$ cat config.mk
export PLATFORM = sky130hd
export DESIGN_NAME = m4mul_ram
export DESIGN_NICKNAME = d
export VERILOG_FILES = /design/src/m4mul_ram.sv
export SDC_FILE = /design/constraint.sdc
export NUM_CORES = 1
export LEC_CHECK = 0
export BUFFER_PORTS_ARGS = -buffer_cell sky130_fd_sc_hd__buf_2
export CAP_MARGIN = 20
export CORE_ASPECT_RATIO = 1.2
export CORE_MARGIN = 1.5
export CORE_UTILIZATION = 40
export DETAILED_ROUTE_END_ITERATION = 7
export PLACE_DENSITY = 0.64
export REMOVE_ABC_BUFFERS = 1
export SYNTH_ARGS = -nofsm -noshare
export SYNTH_HDL_FRONTEND = slang
export SYNTH_SLANG_ARGS = --single-unit
$ cat constraint.sdc
create_clock -name clk_i -period 4.1 [get_ports clk_i]
set_clock_uncertainty 0.2 [all_clocks]
set_input_delay 0.82 -clock clk_i [delete_from_list [all_inputs] [get_ports clk_i]]
set_output_delay 0.82 -clock clk_i [all_outputs]
set_load 0.03 [all_outputs]
$ cat src/m4mul_ram.sv
module m4mul_ram #(
  parameter int WIDTH = 32,
  parameter int DEPTH = 16
) (
  input  logic                     clk_i,
  input  logic                     we_i,
  input  logic [$clog2(DEPTH)-1:0] waddr_i,
  input  logic [WIDTH-1:0]         wdata_i,
  input  logic                     re_i,
  input  logic [$clog2(DEPTH)-1:0] raddr_i,
  output logic [WIDTH-1:0]         rdata_o
);

  logic [WIDTH-1:0] mem_q [DEPTH];
  logic [WIDTH-1:0] rdata_q;

  always_ff @(posedge clk_i) begin
    if (we_i) begin
      mem_q[waddr_i] <= wdata_i;
    end
    if (re_i) begin
      rdata_q <= mem_q[raddr_i];
    end
  end

  assign rdata_o = rdata_q;

endmodule

==> run summary <==
After detailed routing, the total wire length is 42900 um. The most used routing layer is met2. The capture point of the critical path is rdata_o[16]$_DFFE_PP_.

For the final routed database, the setup TNS stands at 0 ps. The sequential element share of the synthesized area is approximately four fifths. Synthesis inferred about 540 register bits. The run finished with clean final reports. The total congestion overflow after global routing came out at 0. The master cell of the clock root buffer is clkbuf_16. The number of buffers inserted during clock tree synthesis is 48. The cell count after synthesis is approximately 840. Setup repair after global routing left no endpoint under its margin. TritonCTS built the clock tree. STA puts the critical path data arrival time at 2450 ps. The global-route met1 utilization is between 20% and 30%. Before antenna repair, the detailed router went through 5 iterations. The via density per instance came out at around 5.6.

The routed wirelength normalized by instance count came out at ~27 um. The initial core utilization came out at 40.8%. In this run the critical register-to-register path is captured at rdata_o[13]$_DFFE_PP_. The core area is just under 0.05 mm^2.

The critical path starts at raddr_i[0]. The analysis attributes to cell leakage a power of between 0.007 and 0.008 uW. The number of standard-cell rows in the floorplan came out at 89.

Summing over every cut layer, the via total after detailed routing is 9056. The maximum clock insertion buffer count came out at 3. For this design the ratio of total power to cell area is between 400 and 500 mW/mm^2. The fraction of final layout cells sized beyond drive strength 1 came out at between 30% and 40%. The horizontal die dimension came out at around 210 um.

The worst voltage drop across the vdd grid came out at 256 uV. The slew at the pin closest to its max-slew limit came out at slightly above 800 ps. The clock drives 544 sinks. The area added between synthesis and finish came out at 14.2%.

The worst reg2reg path depth came out at 3. The number of DRC violations after detailed-routing iteration 0 came out at about 980. The final-report max-slew violation count came out at 0. The setup slack on the worst flop-to-flop path came out at around 2400 ps. The count of placed standard cells including taps is around 1500. The estimated wirelength of the detail-placed design is about 22000 um. Based on the critical path, the design can be clocked at up to between 400 and 500 MHz. The critical path launch point type is a primary input. The via count of the first global-routing pass is around 9600. The number of buffers added on ports came out at 74. The delay contributed by the slowest stage of the critical path came out at 530 ps. For the worst setup path, the data required time is about 4200 ps. The number of hold violations in the final report came out at 0.

The buffers inserted during post-CTS setup optimization is 0. Across the run, the number of max-cap violations was 0. The number of different library cells used by synthesis comes to 17. On the critical path, the stage with the largest delay is an instance of mux4_2.

For this run, global-route usage on met2 was measured as 27.9%. The clock slew seen by the registers of the worst setup and hold paths is ~60 ps. The top cell types in the final layout, fill and taps aside, are edfxtp_1 (544), mux4_2 (128), buf_2 (72). CTS built an H-tree with a depth of 2. The global-route met3 utilization came out at under 10%. Routability-driven placement finished with a final weighted congestion of slightly below 0.7. The classification of the worst setup path is primary input to flip-flop. The I/O pin count is 75.

The tightest hold path in the finished design has a slack of around 420 ps. The global-route wire length before repair is between 60000 and 70000 um. The total DRC errors in the routed layout came out at 0. The largest net degree at the start of global routing is 72. The antenna violation net count after detailed routing is 0. Measured along the y axis, the die boundary spans 249 um. The post-route minimum period came out at 2340 ps. The tightest slew margin relative to the limit came out at 45.3%. In this run the critical register-to-register path is launched from mem_q[11][13]$_DFFE_PP_. The mapped cell area is 0.0202 mm^2. The total global-route track usage came out at 16.8%. During synthesis, Yosys emitted a total of 0 warnings.

The path class of the tightest hold or removal check is primary input to flip-flop. After clock tree synthesis, the repair step resized 0 gates. The full die area is about 0.052 mm^2. The number of buffers inserted by hold repair at cts came out at 0. The signal on the critical path passes through clkbuf_8, buf_12, mux4_2, a22oi_1, nand2_1.

The final instance count without filler cells came out at 1620. The number of antenna violations at the first check in global routing came out at 3. The most common cell after layout, fill and taps aside is edfxtp_1. The worst setup path is captured at a flip-flop. The count of cells along the worst hold path is 1.

After synthesis, the mean cell area works out to between 20 and 25 um^2. Of the available clock period, the critical path in the final layout requires between 50 and 60%. The total of endpoints with negative setup slack in the final report came out at 0. The number of nets in the finished design came out at slightly below 1000.

The worst-path maximum fanout is 33. The clock latency of the later-clocked register in the worst-skew pair is ~580 ps.
==> power breakdown <==
group          switching (uW)  total (uW)  internal, uW
sequential               35.6        6300          6260
clock                    1880        4140          2260
combinational             367         590           223
==> synthesized netlist by cell type (all sizes together) <==
master	instances	area, um^2
edfxtp	544	16300
mux4	128	2880
a22oi	64	480
nand2	33	124
buf	26	159
clkbuf	17	63.8
nor2	13	48.8
nor3	4	20.0
nand2b	2	12.5
nand3b	2	15.0
nor2b	2	12.5
and2	1	6.26
nand3	1	5.00
or3b	1	8.76
==> state kept, by name, indices dropped and copies added (netlist names) <==
name / flops
rdata_o: 32
mem_q: 512
==> stage by stage <==
step	utilization [%]	worst slack [ps]	power, uW	area, um^2
global route	46.6	1630	11400	23000
global placement	43.7	1140	7000	21600
finish	46.6	1760	11000	23000
CTS	46.6	1740	11100	23000
floorplan	-	-99.6	6710	20000
detailed placement	43.7	1140	7020	21600
==> worst max-delay path: cells and delay by family <==
family                 cells  cell delay [ps]
AO/OA/AOI/OAI              1              240
buffers and inverters      2              710
multiplexers               1              530
AND/OR/NAND/NOR            1               90
==> how the worst min path moves through the flow <==
stage                             from                      end
6_report                   wdata_i[12]   mem_q[4][12]$_DFFE_PP_
5_1_grt                    wdata_i[10]  mem_q[11][10]$_DFFE_PP_
4_1_cts                     wdata_i[3]    mem_q[0][3]$_DFFE_PP_
3_5_place_dp    mem_q[15][5]$_DFFE_PP_     rdata_o[5]$_DFFE_PP_
3_3_place_gp   mem_q[14][11]$_DFFE_PP_    rdata_o[11]$_DFFE_PP_
2_1_floorplan   mem_q[14][0]$_DFFE_PP_     rdata_o[0]$_DFFE_PP_
==> per-layer routing <==
| metal | vias up | share of wire (%) |
|---|---|---|
| met3 | 50 | 5.6 |
| met1 | 4942 | 43 |
| met4 | 4 | 1.5 |
| met2 | 247 | 50 |
| met5 | - | 0.079 |
| li1 | 3813 | - |
==> layout make-up <==
cell class                      instances  area (um^2)
Fill cell                            4021        26400
Sequential cell                       544        16300
Multi-Input combinational cell        251         3750
Tap cell                              637          797
Antenna cell                            1         2.50
Timing Repair Buffer                  102          742
Clock buffer                           66         1290
Clock inverter                         19          114
==> kinds of logic after synthesis <==
| group | Yosys count | share of synthesized area [%] |
|---|---|---|
| multiplexers | 128 | 14.3 |
| buffers and inverters | 43 | 1.10 |
| AND/OR/NAND/NOR | 59 | 1.25 |
| AO/OA/AOI/OAI | 64 | 2.38 |
| flip-flops | 544 | 81.0 |
Note: power is estimated with default switching activity, not from simulation.
